## src/rtl/core/cpts_pkg.sv

```systemverilog
`default_nettype none
// ----------------------------------------------------------------------------
// cpts_pkg
// Shared types and constants for the credit priority task scheduler.
// ----------------------------------------------------------------------------
package cpts_pkg;

    localparam int NUM_SLOTS_DEF   = 8;
    localparam int CREDIT_BITS_DEF = 8;

    localparam int OPCODE_W  = 1;
    localparam int TSLOT_W   = 3;
    localparam int STATUS_W  = 2;
    localparam int CFG_W     = 8;

    localparam logic [CFG_W-1:0] DEF_CREDIT_RST = 8'd15;

    localparam logic [OPCODE_W-1:0] OP_SCHEDULE = 1'b0;
    localparam logic [OPCODE_W-1:0] OP_CREATE   = 1'b1;

    typedef enum logic [1:0] {
        ST_DEAD    = 2'd0,
        ST_READY   = 2'd1,
        ST_RUNNING = 2'd2
    } slot_state_t;

    typedef enum logic [STATUS_W-1:0] {
        STAT_SCHEDULED = 2'd0,
        STAT_CREATED   = 2'd1,
        STAT_REJECTED  = 2'd2
    } status_t;

    typedef enum logic [2:0] {
        SEQ_IDLE,
        SEQ_CREATE,
        SEQ_WALK,
        SEQ_UPDATE,
        SEQ_RESULT
    } seq_state_t;

    // write commands from the sequencer to the slot table
    typedef struct packed {
        logic create_en;
        logic sched_en;
        logic refill;
    } table_cmd_t;

endpackage : cpts_pkg
`default_nettype wire

```

## src/rtl/core/cpts_slot_table.sv

```systemverilog
`default_nettype none
// ----------------------------------------------------------------------------
// cpts_slot_table
// Slot flags, states, credits and ring links with one read port, a ring-flag
// read of the new slot and the create / schedule update writes.
// ----------------------------------------------------------------------------
module cpts_slot_table
    import cpts_pkg::*;
#(
    parameter int NUM_SLOTS   = NUM_SLOTS_DEF,
    parameter int CREDIT_BITS = CREDIT_BITS_DEF,
    localparam int SLOT_W     = $clog2(NUM_SLOTS)
)
(
    input  wire                    clk,
    input  wire                    rst_n,
    input  table_cmd_t             cmd,
    input  wire [SLOT_W-1:0]       cur_idx,
    input  wire [SLOT_W-1:0]       new_idx,
    input  wire [SLOT_W-1:0]       pick_idx,
    input  wire [CREDIT_BITS-1:0]  load_credit,
    input  wire [SLOT_W-1:0]       rd_idx,
    output slot_state_t            rd_state,
    output logic [CREDIT_BITS-1:0] rd_credit,
    output logic [SLOT_W-1:0]      rd_succ,
    output logic                   new_in_ring
);

    localparam int CW = (CREDIT_BITS > CFG_W) ? CREDIT_BITS : CFG_W;
    localparam logic [CW-1:0] RST_EXT = CW'(DEF_CREDIT_RST);
    localparam logic [CREDIT_BITS-1:0] CREDIT_RST = RST_EXT[CREDIT_BITS-1:0];

    logic                   in_ring_reg  [NUM_SLOTS];
    logic                   in_ring_next [NUM_SLOTS];
    slot_state_t            state_reg    [NUM_SLOTS];
    slot_state_t            state_next   [NUM_SLOTS];
    logic [CREDIT_BITS-1:0] credit_reg   [NUM_SLOTS];
    logic [CREDIT_BITS-1:0] credit_next  [NUM_SLOTS];
    logic [SLOT_W-1:0]      succ_reg     [NUM_SLOTS];
    logic [SLOT_W-1:0]      succ_next    [NUM_SLOTS];
    logic [CREDIT_BITS-1:0] pick_base;

    assign rd_state    = state_reg[rd_idx];
    assign rd_credit   = credit_reg[rd_idx];
    assign rd_succ     = succ_reg[rd_idx];
    assign new_in_ring = in_ring_reg[new_idx];

    assign pick_base = cmd.refill ? load_credit : credit_reg[pick_idx];

    // create expects rd_idx == cur_idx, so rd_succ is the current slot's link
    always_comb
    begin
        in_ring_next = in_ring_reg;
        state_next   = state_reg;
        credit_next  = credit_reg;
        succ_next    = succ_reg;
        if (cmd.create_en)
        begin
            succ_next[new_idx]    = rd_succ;
            succ_next[cur_idx]    = new_idx;
            in_ring_next[new_idx] = 1'b1;
            credit_next[new_idx]  = load_credit;
            state_next[new_idx]   = ST_READY;
        end
        if (cmd.sched_en)
        begin
            if (cmd.refill)
            begin
                for (int i = 0; i < NUM_SLOTS; i++)
                begin
                    if (in_ring_reg[i])
                    begin
                        credit_next[i] = load_credit;
                    end
                end
            end
            // saturating decrement of the chosen slot
            credit_next[pick_idx] = (pick_base != '0) ? pick_base - 1'b1 : pick_base;
            state_next[cur_idx]   = ST_READY;
            state_next[pick_idx]  = ST_RUNNING;
        end
    end

    always_ff @(posedge clk or negedge rst_n)
    begin
        if (!rst_n)
        begin
            for (int i = 0; i < NUM_SLOTS; i++)
            begin
                in_ring_reg[i] <= (i == 0);
                state_reg[i]   <= (i == 0) ? ST_RUNNING : ST_DEAD;
                credit_reg[i]  <= CREDIT_RST;
                succ_reg[i]    <= '0;
            end
        end
        else
        begin
            in_ring_reg <= in_ring_next;
            state_reg   <= state_next;
            credit_reg  <= credit_next;
            succ_reg    <= succ_next;
        end
    end

endmodule : cpts_slot_table
`default_nettype wire

```

## src/rtl/core/credit_priority_task_scheduler.sv

```systemverilog
`default_nettype none
// ----------------------------------------------------------------------------
// credit_priority_task_scheduler
// Ring of task slots; schedule picks the ready slot with the most credit (slot 0
// and a refill if none has any), create links a new slot after the current one.
//
// Channel   Direction  Handshake              Payload
// request   in         in_valid / in_stall    opcode, task_slot
// result    out        out_valid / out_stall  chosen_slot, credits_refilled, status
// config    in         cfg_wr_en              cfg_wr_data (default_credit)
//
// Create: the request passes SEQ_CREATE and SEQ_RESULT before out_valid rises.
// Schedule: SEQ_WALK visits the L slots in the ring (at most NUM_SLOTS), then
// SEQ_UPDATE and SEQ_RESULT; one ring entry per cycle goes through the shared
// credit compare. One request at a time: the next one is taken the cycle after
// the previous one is parked in the output register, even if out_stall holds it
// there. Reset restores slot 0 as running head, credit 15.
// ----------------------------------------------------------------------------
module credit_priority_task_scheduler
    import cpts_pkg::*;
#(
    parameter int NUM_SLOTS   = NUM_SLOTS_DEF,
    parameter int CREDIT_BITS = CREDIT_BITS_DEF
)
(
    input  wire                 clk,
    input  wire                 rst_n,
    input  wire                 in_valid,
    output logic                in_stall,
    input  wire [OPCODE_W-1:0]  opcode,
    input  wire [TSLOT_W-1:0]   task_slot,
    output logic                out_valid,
    input  wire                 out_stall,
    output logic [TSLOT_W-1:0]  chosen_slot,
    output logic                credits_refilled,
    output logic [STATUS_W-1:0] status,
    input  wire                 cfg_wr_en,
    input  wire [CFG_W-1:0]     cfg_wr_data
);

    localparam int SLOT_W = $clog2(NUM_SLOTS);
    localparam int XW     = (SLOT_W > TSLOT_W) ? SLOT_W : TSLOT_W;
    localparam int CW     = (CREDIT_BITS > CFG_W) ? CREDIT_BITS : CFG_W;
    localparam logic [SLOT_W-1:0] LAST_CNT = SLOT_W'(NUM_SLOTS - 1);

    seq_state_t             seq_reg, seq_next;
    logic [OPCODE_W-1:0]    op_reg, op_next;
    logic [TSLOT_W-1:0]     slot_reg, slot_next;
    logic [SLOT_W-1:0]      cur_reg, cur_next;
    logic [SLOT_W-1:0]      node_reg, node_next;
    logic [SLOT_W-1:0]      cnt_reg, cnt_next;
    logic [CREDIT_BITS-1:0] best_reg, best_next;
    logic                   found_reg, found_next;
    logic [SLOT_W-1:0]      pick_reg, pick_next;
    logic [SLOT_W-1:0]      res_chosen_reg, res_chosen_next;
    logic                   res_refill_reg, res_refill_next;
    status_t                res_status_reg, res_status_next;
    logic                   out_valid_reg, out_valid_next;
    logic [TSLOT_W-1:0]     out_chosen_reg, out_chosen_next;
    logic                   out_refill_reg, out_refill_next;
    status_t                out_status_reg, out_status_next;
    logic [CFG_W-1:0]       dflt_credit_reg, dflt_credit_next;

    logic                   in_take;
    logic                   out_free;
    logic                   walk_last;
    logic                   better;
    logic                   reject;
    logic [CW-1:0]          dflt_ext;
    logic [CREDIT_BITS-1:0] load_credit;
    logic [XW-1:0]          slot_ext;
    logic [XW-1:0]          chosen_ext;
    logic [SLOT_W-1:0]      new_idx;
    logic [SLOT_W-1:0]      rd_idx;
    table_cmd_t             cmd;
    slot_state_t            rd_state;
    logic [CREDIT_BITS-1:0] rd_credit;
    logic [SLOT_W-1:0]      rd_succ;
    logic                   new_in_ring;

    cpts_slot_table #(
        .NUM_SLOTS   (NUM_SLOTS),
        .CREDIT_BITS (CREDIT_BITS)
    ) u_table (
        .clk         (clk),
        .rst_n       (rst_n),
        .cmd         (cmd),
        .cur_idx     (cur_reg),
        .new_idx     (new_idx),
        .pick_idx    (pick_reg),
        .load_credit (load_credit),
        .rd_idx      (rd_idx),
        .rd_state    (rd_state),
        .rd_credit   (rd_credit),
        .rd_succ     (rd_succ),
        .new_in_ring (new_in_ring)
    );

    assign dflt_ext    = CW'(dflt_credit_reg);
    assign load_credit = dflt_ext[CREDIT_BITS-1:0];
    assign slot_ext    = XW'(slot_reg);
    assign new_idx     = slot_ext[SLOT_W-1:0];
    assign chosen_ext  = XW'(res_chosen_reg);

    assign in_take   = in_valid && !in_stall;
    assign out_free  = !out_valid_reg || !out_stall;
    assign walk_last = (rd_succ == '0) || (cnt_reg == LAST_CNT);
    // shared compare: strictly greater keeps the first slot on a tie
    assign better    = (rd_state == ST_READY) && (rd_credit > best_reg);
    assign reject    = (slot_reg == '0) || (int'(slot_reg) >= NUM_SLOTS) || new_in_ring;

    assign out_valid        = out_valid_reg;
    assign chosen_slot      = out_chosen_reg;
    assign credits_refilled = out_refill_reg;
    assign status           = out_status_reg;

    // next state
    always_comb
    begin
        seq_next = seq_reg;
        case (seq_reg)
            SEQ_IDLE:
            begin
                if (in_take)
                begin
                    seq_next = (opcode == OP_CREATE) ? SEQ_CREATE : SEQ_WALK;
                end
            end
            SEQ_CREATE: seq_next = SEQ_RESULT;
            SEQ_WALK:
            begin
                if (walk_last)
                begin
                    seq_next = SEQ_UPDATE;
                end
            end
            SEQ_UPDATE: seq_next = SEQ_RESULT;
            SEQ_RESULT:
            begin
                if (out_free)
                begin
                    seq_next = SEQ_IDLE;
                end
            end
            default: seq_next = SEQ_IDLE;
        endcase
    end

    // sequencer outputs
    always_comb
    begin
        in_stall       = 1'b1;
        rd_idx         = node_reg;
        cmd.create_en  = 1'b0;
        cmd.sched_en   = 1'b0;
        cmd.refill     = 1'b0;
        case (seq_reg)
            SEQ_IDLE:   in_stall = 1'b0;
            SEQ_CREATE:
            begin
                rd_idx        = cur_reg;
                cmd.create_en = !reject;
            end
            SEQ_WALK:   rd_idx = node_reg;
            SEQ_UPDATE:
            begin
                cmd.sched_en = 1'b1;
                cmd.refill   = !found_reg;
            end
            SEQ_RESULT: in_stall = 1'b1;
            default:    in_stall = 1'b1;
        endcase
    end

    // datapath
    always_comb
    begin
        op_next          = op_reg;
        slot_next        = slot_reg;
        cur_next         = cur_reg;
        node_next        = node_reg;
        cnt_next         = cnt_reg;
        best_next        = best_reg;
        found_next       = found_reg;
        pick_next        = pick_reg;
        res_chosen_next  = res_chosen_reg;
        res_refill_next  = res_refill_reg;
        res_status_next  = res_status_reg;
        out_valid_next   = out_valid_reg;
        out_chosen_next  = out_chosen_reg;
        out_refill_next  = out_refill_reg;
        out_status_next  = out_status_reg;
        dflt_credit_next = cfg_wr_en ? cfg_wr_data : dflt_credit_reg;

        if (out_valid_reg && !out_stall)
        begin
            out_valid_next = 1'b0;
        end

        case (seq_reg)
            SEQ_IDLE:
            begin
                if (in_take)
                begin
                    op_next    = opcode;
                    slot_next  = task_slot;
                    node_next  = '0;
                    cnt_next   = '0;
                    best_next  = '0;
                    found_next = 1'b0;
                    pick_next  = '0;
                end
            end
            SEQ_CREATE:
            begin
                res_chosen_next = cur_reg;
                res_refill_next = 1'b0;
                res_status_next = reject ? STAT_REJECTED : STAT_CREATED;
            end
            SEQ_WALK:
            begin
                if (better)
                begin
                    best_next  = rd_credit;
                    pick_next  = node_reg;
                    found_next = 1'b1;
                end
                node_next = rd_succ;
                cnt_next  = cnt_reg + 1'b1;
            end
            SEQ_UPDATE:
            begin
                // pick_reg is still slot 0 when nothing was found
                cur_next        = pick_reg;
                res_chosen_next = pick_reg;
                res_refill_next = !found_reg;
                res_status_next = STAT_SCHEDULED;
            end
            SEQ_RESULT:
            begin
                if (out_free)
                begin
                    out_valid_next  = 1'b1;
                    out_chosen_next = chosen_ext[TSLOT_W-1:0];
                    out_refill_next = res_refill_reg;
                    out_status_next = res_status_reg;
                end
            end
            default:
            begin
                out_valid_next = out_valid_reg;
            end
        endcase
    end

    always_ff @(posedge clk or negedge rst_n)
    begin
        if (!rst_n)
        begin
            seq_reg         <= SEQ_IDLE;
            cur_reg         <= '0;
            out_valid_reg   <= 1'b0;
            dflt_credit_reg <= DEF_CREDIT_RST;
        end
        else
        begin
            seq_reg         <= seq_next;
            cur_reg         <= cur_next;
            out_valid_reg   <= out_valid_next;
            dflt_credit_reg <= dflt_credit_next;
        end
    end

    always_ff @(posedge clk)
    begin
        op_reg         <= op_next;
        slot_reg       <= slot_next;
        node_reg       <= node_next;
        cnt_reg        <= cnt_next;
        best_reg       <= best_next;
        found_reg      <= found_next;
        pick_reg       <= pick_next;
        res_chosen_reg <= res_chosen_next;
        res_refill_reg <= res_refill_next;
        res_status_reg <= res_status_next;
        out_chosen_reg <= out_chosen_next;
        out_refill_reg <= out_refill_next;
        out_status_reg <= out_status_next;
    end

`ifndef SYNTH
    a_take_leaves_idle: assert property (@(posedge clk) disable iff (!rst_n)
        in_take |=> seq_reg != SEQ_IDLE)
        else $error("request accepted but sequencer stayed idle");

    a_op_matches_path: assert property (@(posedge clk) disable iff (!rst_n)
        seq_reg == SEQ_WALK |-> op_reg == OP_SCHEDULE)
        else $error("ring walk started for a create request");

    a_no_find_no_best: assert property (@(posedge clk) disable iff (!rst_n)
        (seq_reg == SEQ_UPDATE && !found_reg) |-> (best_reg == '0 && pick_reg == '0))
        else $error("walk ended without a pick but kept a best credit");

    a_refill_picks_head: assert property (@(posedge clk) disable iff (!rst_n)
        (out_valid && credits_refilled) |-> (chosen_slot == '0 && status == STAT_SCHEDULED))
        else $error("refill result does not choose slot 0");

    a_result_loaded: assert property (@(posedge clk) disable iff (!rst_n)
        (seq_reg == SEQ_RESULT && out_free) |=> out_valid_reg)
        else $error("result not moved into output register");
`endif

endmodule : credit_priority_task_scheduler
`default_nettype wire
```

## config.mk

```make
export PLATFORM = sky130hd
export DESIGN_NAME = credit_priority_task_scheduler
export DESIGN_NICKNAME = d
export VERILOG_FILES = /design/src/rtl/core/cpts_pkg.sv /design/src/rtl/core/cpts_slot_table.sv /design/src/rtl/core/credit_priority_task_scheduler.sv
export SDC_FILE = /design/constraint.sdc
export NUM_CORES = 1
export LEC_CHECK = 0
export BUFFER_PORTS_ARGS = -buffer_cell sky130_fd_sc_hd__buf_2
export CORE_ASPECT_RATIO = 0.7
export CORE_MARGIN = 3
export CORE_UTILIZATION = 40
export DETAILED_ROUTE_END_ITERATION = 10
export HOLD_SLACK_MARGIN = 0.12
export PLACE_DENSITY = 0.54
export SYNTH_ARGS = -nofsm -noshare
export SYNTH_HDL_FRONTEND = slang
export SYNTH_SLANG_ARGS = --single-unit
```

## constraint.sdc

```tcl
create_clock -name clk -period 5 [get_ports clk]
set_clock_uncertainty 0.05 [all_clocks]
set_input_delay 0.25 -clock clk [delete_from_list [all_inputs] [get_ports clk]]
set_output_delay 0.25 -clock clk [all_outputs]
set_load 0.01 [all_outputs]
```

==> After elaboration in Yosys (flattened, before gate mapping) <==
Cells that the tools add are included.
{ "classes": {"addsub": 2, "n_lt_le_gt_ge": 8, "n_eq_ne": 10, "mux": 78, "bitwise_logic": 14, "reduce_logical": 27} }
{ "op_table": {"columns": ["operator", "count"], "rows": [
  ["2-to-1 mux 64 bit", 4],
  ["2-to-1 mux 8 bit", 18],
  ["bitwise mux 64 bit", 2],
  ["binary-select mux 8 bit (select 3 bit)", 2],
  ["bitwise mux 24 bit", 2],
  ["demux 8 bit (select 3 bit)", 2],
  ["2-to-1 mux 16 bit", 2],
  ["OR 8 bit", 4],
  ["2-to-1 mux 3 bit", 10],
  ["AND 8 bit", 3],
  ["inverter 8 bit", 3],
  ["one-hot mux 3 bit (2 select lines)", 4],
  ["demux 2 bit (select 3 bit)", 3],
  ["demux 3 bit (select 3 bit)", 2],
  ["greater-or-equal comparator 4 bit, second input constant", 4],
  ["2-to-1 mux 2 bit", 8],
  ["inverter 3 -> 4 bit", 4],
  ["one-hot mux 8 bit (2 select lines)", 1],
  ["less-than comparator 4 x 1 -> 1 bit, second input constant", 3],
  ["one-hot mux 3 bit (4 select lines)", 1],
  ["binary-select mux 3 bit (select 3 bit)", 1],
  ["logical NOT 3 bit", 3],
  ["2-to-1 mux 1 bit", 9],
  ["> comparator 8 bit", 1],
  ["other kinds (21)", 43]
]} }
{ "totals": {"register_bits": 160, "output_inout_bits": 8} }

==> Longest topological paths before layout <==
Gate-level depths: netlist of run 1.
{ "depth": {"word_depth": 13, "depth_mapped": 15} }

==> Cells and area by module <==
Synthesis of run 1 repeated with hierarchy kept, for this count alone.
{ "hier_totals": {"hier_cells": 995, "hier_area_um2": 9953.3} }
{ "by_module_without_submodules": {"columns": ["module", "instances", "cells_each", "area_each_um2", "seq_area_each_um2"], "rows": [
  ["cpts_slot_table", 1, 849, 7855.0, 2845.2],
  ["credit_priority_task_scheduler", 1, 146, 2098.3, 1371.3]
]} }

==> Worst setup path before layout of run 1 <==
OpenSTA, ideal clock, no wires.
{ "synth_timing": {"kind": "register to register", "startpoint": "reg seq_reg[1]", "endpoint": "reg best_reg[0] (enable)", "setup_time_ns": 0.398, "arrival_time_ns": 4.276, "required_time_ns": 4.552, "path_slack_ns": 0.276, "stages_incl_launch_ff": 16, "n_path_buf": 3, "path_cell_list": "dfrtp_1 clkbuf_1 nor3b_4 mux2i_1 buf_2 buf_2 mux4_2 mux2_2 ha_1 nor2b_1 o21ai_0 nand2b_1 a21oi_1 o21ai_0 o211ai_1 o21ai_0"} }
{ "synth_between": {"elab_chain_len": 10, "elab_cells_between_ends": 19, "classes_between": "order compare: 1; eq/ne: 5; mux: 7; bitwise: 1; reduce/logical: 5"} }
{ "synth_lines": {"columns": ["element", "line", "text"], "rows": [
  ["start, declared", "credit_priority_task_scheduler.sv:46", "seq_state_t seq_reg, seq_next;"],
  ["start signal, assigned", "credit_priority_task_scheduler.sv:267", "seq_reg <= seq_next;"],
  ["== test 3 x 1 -> 1 bit", "credit_priority_task_scheduler.sv:157", "case (seq_reg)"],
  ["2-to-1 mux 3 bit", "credit_priority_task_scheduler.sv:157", null],
  ["inverter 3 -> 4 bit (implied by the code)", "cpts_slot_table.sv:44", "assign rd_credit = credit_reg[rd_idx];"],
  ["binary-select mux 8 bit (select 3 bit)", "cpts_slot_table.sv:44", null],
  ["2-to-1 mux 8 bit (implied by the code) (2 in a row)", "cpts_slot_table.sv:44", null],
  ["named net rd_credit[1]", "credit_priority_task_scheduler.sv:77", "logic [CREDIT_BITS-1:0] rd_credit;"],
  ["> comparator 8 bit", "credit_priority_task_scheduler.sv:109", "assign better = (rd_state == ST_READY) && (rd_credit > best_reg);"],
  ["logical AND 1 bit", "credit_priority_task_scheduler.sv:109", null],
  ["inequality test 2 bit (no source line)", null, null],
  ["AND reduction 3 bit (no source line)", null, null],
  ["end signal, assigned", "credit_priority_task_scheduler.sv:280", "best_reg <= best_next;"],
  ["end, declared", "credit_priority_task_scheduler.sv:52", "logic [CREDIT_BITS-1:0] best_reg, best_next;"]
]} }
The timed path passes the listed nets, and every way through them passes these cells. The select of a mux whose other input is x is not followed.
A chain may end at the register's enable or synchronous reset.

==> Final worst setup path of run 1 <==
{ "layout_timing": {"startpoint": "reg seq_reg[0]", "endpoint": "reg pick_reg[2] (enable)"} }
{ "layout_between": {"elab_chain_len": 10, "elab_cells_between_ends": 19, "classes_between": "order compare: 1; eq/ne: 5; mux: 7; bitwise: 1; reduce/logical: 5"} }
{ "layout_lines": {"columns": ["element", "line", "text"], "rows": [
  ["== test 3 x 1 -> 1 bit", "credit_priority_task_scheduler.sv:157", null],
  ["2-to-1 mux 3 bit", "credit_priority_task_scheduler.sv:157", null],
  ["inverter 3 -> 4 bit (implied by the code)", "cpts_slot_table.sv:44", null],
  ["binary-select mux 8 bit (select 3 bit)", "cpts_slot_table.sv:44", null],
  ["2-to-1 mux 8 bit (implied by the code) (2 in a row)", "cpts_slot_table.sv:44", null],
  ["named net rd_credit[1]", "credit_priority_task_scheduler.sv:77", null],
  ["> comparator 8 bit", "credit_priority_task_scheduler.sv:109", null],
  ["logical AND 1 bit", "credit_priority_task_scheduler.sv:109", null],
  ["inequality test 2 bit (no source line)", null, null],
  ["AND reduction 3 bit (no source line)", null, null],
  ["end signal, assigned", "credit_priority_task_scheduler.sv:282", "pick_reg <= pick_next;"],
  ["end, declared", "credit_priority_task_scheduler.sv:54", "logic [SLOT_W-1:0] pick_reg, pick_next;"]
]} }
The timed path passes the listed nets, and every way through them passes these cells. The select of a mux whose other input is x is not followed.

==> results.toml, run 1 <==
[yosys]
synth-edff-count = 33
netlist_area_sq_um = 9057
yosysUniqueCellTypes = 70
syn-instance-count = 821
synthArstFlopShare_pct = 79.38
yosysSeqAreaShare_pct = 46.55
synth.avg_cell_area_sq_um = 11.03
syn-num-nets = 850
synth-main-ff-cell = "dfrtp_1"
synth_seq_cells = 160
synth_warnings = 0

[sta]
maxSlewViolCount = 0
holdWs_ns = 0.1454
finalSetupTns_ns = 0
finalCritPeriodShare_pct = 86.17
hold_violations = 0
rsz0062_at_grt = "no"
period_needed_ns = 4.309
finalSetupViolations = 0
relSlewSlack_pct = 16.87
timing.fmax_ghz = 0.2321
worstMarginPinSlew_ns = 1.246

[die]
pin_count = 25
rows = 45
start_util_pct = 41.25
coreArea_sq_um = 21960
die_h_um = 131.9
die_w_um = 185.9
dieArea_sq_um = 24510

[global_routing]
grt_pass1_vias = 7005
grt-ovfl-total = 0
antenna_found_initial = 0
grt_pass1_wl_um = 43420
grt_max_degree = 54
track_usage_pct = 23.61

[clock_network]
cts_buffers = 17
root_buffer = "clkbuf_16"
cts_num_sinks = 160
clockBufferDepth = 2
clock_latency_ns = 0.44
cts-resized-gates = 0
cts.reportedPaths.clkPinSlew_ns = 0.06
postCtsSetupBuffers = 0
cts_max_level = 4
tritoncts = "done"

[hold_path]
hold_path_end = "dflt_credit_reg[5]"
worstHoldPathType = "input port to flip-flop"
hold_depth = 2
hold_start = "cfg_wr_en"

[placement]
port_buffers = 24
place_area_sq_um = 9449
dp_hpwl_um = 20170
gp_congestion = 1.036

[setup_path]
r2r_slack_ns = 0.69
reg2regPathDepth = 14
path_class = "flip-flop to flip-flop"
cp_num_buf_inv = 2
path_max_fanout = 16
cp_data_required_time_ns = 5.09
worst_setup_path_start_kind = "flip-flop"
crit_path_cell_trace = "nor3b_4 -> mux2i_4 -> buf_4 -> mux4_2 -> mux2_2 -> ha_1 -> nor2b_1 -> o21ai_0 -> nand2b_1 -> a21oi_1 -> o21ai_0 -> o211ai_1 -> o21ai_0 -> buf_4"
endpoint_kind = "flip-flop"
crit_top_cell = "o21ai_0"
crit_family = "multiplexers"
critPathSlowestCell = "nor3b_4"
r2r-end = "pick_reg[2]"
rr_startpoint = "seq_reg[0]"
crit_arrival_ns = 4.39
cp_slowest_stage_delay_ns = 0.58

[detailed_routing]
routed_via_density = 6.290
drt_iter0_drc = 877
vias = 7133
route.detailed.drc = 0
antenna_left = 0
dr.pass1.iters = 5
wire_per_inst_um = 25.07
routed_wl_um = 28420

[finish]
final_layout_size_suffix_gt1_share_pct = 20.42
syn_to_final_growth_pct = 12.31
fill_cells = 1991
post-route-util_pct = 46.32
final_area_sq_um = 10170
num-nets-final = 868
largest_reg_flops = 64
n_antenna_cell = 0

[status]
status = "finished clean"

[pwr]
ir_drop_mv = 0.3127
power_density_nw_per_um2 = 726.0
power.leakage_nw = 4.183
totalPowerFinal_mw = 7.385

[job]
max_cap_viol_count = 0
-- per-layer routing --
metal	global-route usage (%)	vias up	wire length, um
met2	31.24	382	11440
li1	-	3090	-
met1	35.95	3611	13330
met4	7.937	0	745
met5	0	-	0
met3	7.750	50	2904
-- repair_timing --
item | 4_1_cts | 5_1_grt
setup endpoints to repair | 0 | 0
hold buffers | 15 | 0
endpoints found under the hold margin | 37 | 0
-- report_power, final --
part / switching [mW] / internal, mW / total [mW]
sequential: 0.574 / 2.03 / 2.60
combinational: 1.99 / 1.49 / 3.48
clock: 0.561 / 0.736 / 1.30
-- metrics by stage --
stage	instances	setup WS, ns
floorplan	821	0.2764
global placement	1087	0.8704
detailed placement	1087	0.6977
CTS	1134	0.6764
global route	1134	0.3612
finish	1134	0.6914
-- logic make-up (layout without fill, tap and decap cells) --
kind of cell / after synthesis / count (layout) / synth area share, %
AND/OR/NAND/NOR: 217 / 217 / 12.82
buffers and inverters: 86 / 117 / 3.978
multiplexers: 149 / 149 / 20.64
AO/OA/AOI/OAI: 194 / 194 / 13.98
XOR/XNOR: 3 / 3 / 0.3731
flip-flops: 160 / 160 / 46.55
adder cells (fa/ha/maj): 12 / 12 / 1.658
-- layout by cell type (no fill, tap or decap), types with 4 or more instances in the layout --
cell type and count:
mux2i_1 101, dfrtp_1 89, nand2_1 52, a21oi_1 50, nor2_1 42, o21ai_0 42
dfstp_2 38, edfxtp_1 33, inv_1 25, and2_1 24, buf_2 23, buf_4 21
mux4_2 19, mux2_2 18, clkbuf_16 17, dlygate4sd3_1 15, a22oi_1 14, a32oi_1 13
nand3_1 13, ha_1 12, nor2b_1 10, nand2b_1 10, nand3b_1 10, a21o_1 10
a211oi_1 9, nor3_1 9, nor3b_1 8, o22ai_1 8, or2_2 7, and3_1 7
or3_1 6, a31oi_1 6, o21a_1 5, mux4_1 5, mux2i_4 4, o32ai_1 4
a21boi_0 4, o21ai_1 4, clkinvlp_4 4
-- cell type report --
type	count	area, sq um	area share, %
multi-input combinational	575	4509	44.33
sequential	160	4217	41.45
clock buffer	19	432.9	4.256
timing repair buffer	59	422.9	4.157
tap	282	352.8	3.469
clock inverter	13	140.1	1.378
inverter	26	97.59	0.9594
-- synthesized netlist by cell type, drive strengths merged, types with 5 or more instances --
| cell | number | area (sq um) |
|---|---|---|
| a21o | 10 | 75.07 |
| dfrtp | 89 | 2227 |
| a21oi | 50 | 250.2 |
| dfstp | 38 | 998.5 |
| nor2b | 10 | 62.56 |
| nand3b | 10 | 75.07 |
| nand3 | 13 | 65.06 |
| nor3b | 9 | 78.83 |
| inv | 25 | 93.84 |
| a211oi | 9 | 67.56 |
| ha | 12 | 150.1 |
| nand2 | 52 | 195.2 |
| and3 | 7 | 43.79 |
| o21ai | 46 | 230.2 |
| mux4 | 24 | 559.3 |
| or2 | 7 | 43.79 |
| edfxtp | 33 | 991.0 |
| o22ai | 8 | 50.05 |
| a32oi | 13 | 113.9 |
| and2 | 24 | 150.1 |
| a31oi | 7 | 50.05 |
| or3 | 6 | 37.54 |
| nor2 | 43 | 161.4 |
| buf | 15 | 93.83 |
| clkbuf | 45 | 168.9 |
| mux2i | 107 | 1107 |
| mux2 | 18 | 202.7 |
| o21a | 5 | 37.54 |
| nand2b | 10 | 62.56 |
| a22oi | 14 | 105.1 |
| nor3 | 10 | 50.05 |
-- how the worst max path moves through the flow --
stage / cells after the start / startpoint / slack, ns / endpoint
6_report: 14 / seq_reg[0] / 0.69 / pick_reg[2]
5_1_grt: 14 / seq_reg[0] / 0.36 / pick_reg[2]
4_1_cts: 13 / seq_reg[0] / 0.68 / pick_reg[2]
3_5_place_dp: 14 / seq_reg[0] / 0.70 / pick_reg[2]
3_3_place_gp: 14 / seq_reg[0] / 0.87 / pick_reg[0]
2_1_floorplan: 15 / seq_reg[1] / 0.28 / best_reg[0]
No activity file was read; power rests on OpenSTA's default activity.
==> inputs of run 2 (changes only) <==
--- a/config.mk
+++ b/config.mk
@@ -12,6 +12,7 @@
 export DETAILED_ROUTE_END_ITERATION = 10
 export HOLD_SLACK_MARGIN = 0.12
 export PLACE_DENSITY = 0.54
+export RECOVER_POWER = 100
 export SYNTH_ARGS = -nofsm -noshare
 export SYNTH_HDL_FRONTEND = slang
 export SYNTH_SLANG_ARGS = --single-unit
==> results.toml, run 2 (synthesized netlist as in run 1, its figures left out) <==
[pwr]
ir_drop_mv = 0.3124
power_density_nw_per_um2 = 721.3
totalPowerFinal_mw = 7.286
power.leakage_nw = 4.133

[clock_network]
clockBufferDepth = 2
root_buffer = "clkbuf_16"
cts_num_sinks = 160
cts.reportedPaths.clkPinSlew_ns = 0.06
tritoncts = "done"
cts_buffers = 17
cts-resized-gates = 0
cts_max_level = 4
clock_latency_ns = 0.45
postCtsSetupBuffers = 0

[setup_path]
worst_setup_path_start_kind = "flip-flop"
crit_end = "pick_reg[2]"
crit_arrival_ns = 4.48
path_class = "flip-flop to flip-flop"
r2r_slack_ns = 0.60
reg2regPathDepth = 14
cp_data_required_time_ns = 5.09
endpoint_kind = "flip-flop"
r2r-end = "pick_reg[2]"
rr_startpoint = "seq_reg[0]"
crit_path_start = "seq_reg[0]"
path_max_fanout = 16

[global_routing]
antenna_found_initial = 0
grt_max_degree = 54
track_usage_pct = 23.61
grt_pass1_wl_um = 43420
grt_pass1_vias = 7005
grt-ovfl-total = 0

[die]
coreArea_sq_um = 21960
pin_count = 25
die_h_um = 131.9
rows = 45
die_w_um = 185.9
start_util_pct = 41.25
dieArea_sq_um = 24510

[finish]
final_cell_mix = "mux2i_1, dfrtp_1, nand2_1, a21oi_1, o21ai_0"
largest_reg_flops = 64
syn_to_final_growth_pct = 11.52
final_common_cell = "mux2i_1"
num-nets-final = 868
final_layout_size_suffix_gt1_share_pct = 16.78
n_antenna_cell = 0

[detailed_routing]
drt_iter0_drc = 878
dr.pass1.iters = 6
routed_wl_um = 28510
antenna_left = 0
routed_via_density = 6.290
route.detailed.drc = 0
wire_per_inst_um = 25.14
vias = 7133

[sta]
timing.fmax_ghz = 0.2274
relSlewSlack_pct = -82.84
period_needed_ns = 4.398
finalSetupTns_ns = 0
holdWs_ns = 0.1481
maxSlewViolCount = 52
finalCritPeriodShare_pct = 87.96
worstMarginPinSlew_ns = 2.743
rsz0062_at_grt = "no"
finalSetupViolations = 0
hold_violations = 0

[job]
max_cap_viol_count = 1

[hold_path]
worstHoldPathType = "input port to flip-flop"
hold_depth = 2

[placement]
dp_hpwl_um = 20170
gp_congestion = 1.036
port_buffers = 24

[status]
violations = "capacitance limit, slew limit"
status = "finished, violations left"
## run 2: cell types whose count changed in the layout (fill, tap and decap cells not counted), moves of 5 or more
cell / delta
buf_4: -7
buf_2: -8
clkbuf_1: +14
dfstp_1: +5
and2_0: +5
dfstp_2: -5
and2_1: -5
## run 2: layout make-up
type	instances	area, sq um
Tap cell	282	352.8
Fill cell	2009	11860
Sequential cell	160	4217
Multi-Input combinational cell	575	4473
Inverter	26	97.59
Timing Repair Buffer	59	387.9
Clock buffer	19	432.9
Clock inverter	13	140.1
## run 2: through the flow
stage | instances | utilization [%] | setup WS (ns) | cell area (sq um)
final | 1134 | 46.00 | 0.6020 | 10100
after CTS | 1134 | 46.32 | 0.6764 | 10170
after global routing | 1134 | 46.00 | 0.2468 | 10100
after detailed placement | 1087 | 43.03 | 0.6977 | 9449
after global placement | 1087 | 43.03 | 0.8704 | 9449
after floorplan | 821 | - | 0.2764 | 9057
## run 2: critical path: stages (launching register included)
cell,delay (ns)
dfrtp_1,0.50
nor3b_4,0.59
mux2i_4,0.33
buf_4,0.35
mux4_2,0.54
mux2_1,0.37
ha_1,0.32
nor2b_1,0.12
o21ai_0,0.07
nand2b_1,0.08
a21oi_1,0.07
o21ai_0,0.16
o211ai_1,0.12
o21ai_0,0.18
buf_4,0.24
## run 2: report_power, final
group	leakage, nW	internal [mW]	total, mW	switching [mW]
Sequential	1.83	2.03	2.60	0.574
Combinational	2.03	1.41	3.38	1.97
Clock	0.270	0.736	1.30	0.565
Total	4.13	4.18	7.29	3.11
## run 2: how the worst min path moves through the flow
stage | start | endpoint | slack (ns)
2_1_floorplan | rst_n | cur_reg[0] | -0.1
3_3_place_gp | rst_n | u_table.credit_reg[14] | 0.13
3_5_place_dp | rst_n | u_table.credit_reg[30] | 0.13
4_1_cts | cfg_wr_en | dflt_credit_reg[5] | 0.13
5_1_grt | cfg_wr_en | dflt_credit_reg[5] | 0.19
6_report | cfg_wr_en | dflt_credit_reg[5] | 0.15
## run 2: repair_timing
| item | in CTS | in global routing |
|---|---|---|
| endpoints found under the setup margin | 0 | 0 |
| hold endpoints to repair | 37 | 0 |
| hold buffers | 15 | 0 |
## run 2: per-layer routing
| metal | part of all wire (%) | global-route usage [%] | wire length (um) |
|---|---|---|---|
| met4 | 2.5 | 7.937 | 726 |
| met3 | 11 | 7.750 | 2999 |
| met1 | 47 | 35.95 | 13330 |
| met5 | 0 | 0 | 0 |
| met2 | 40 | 31.24 | 11460 |
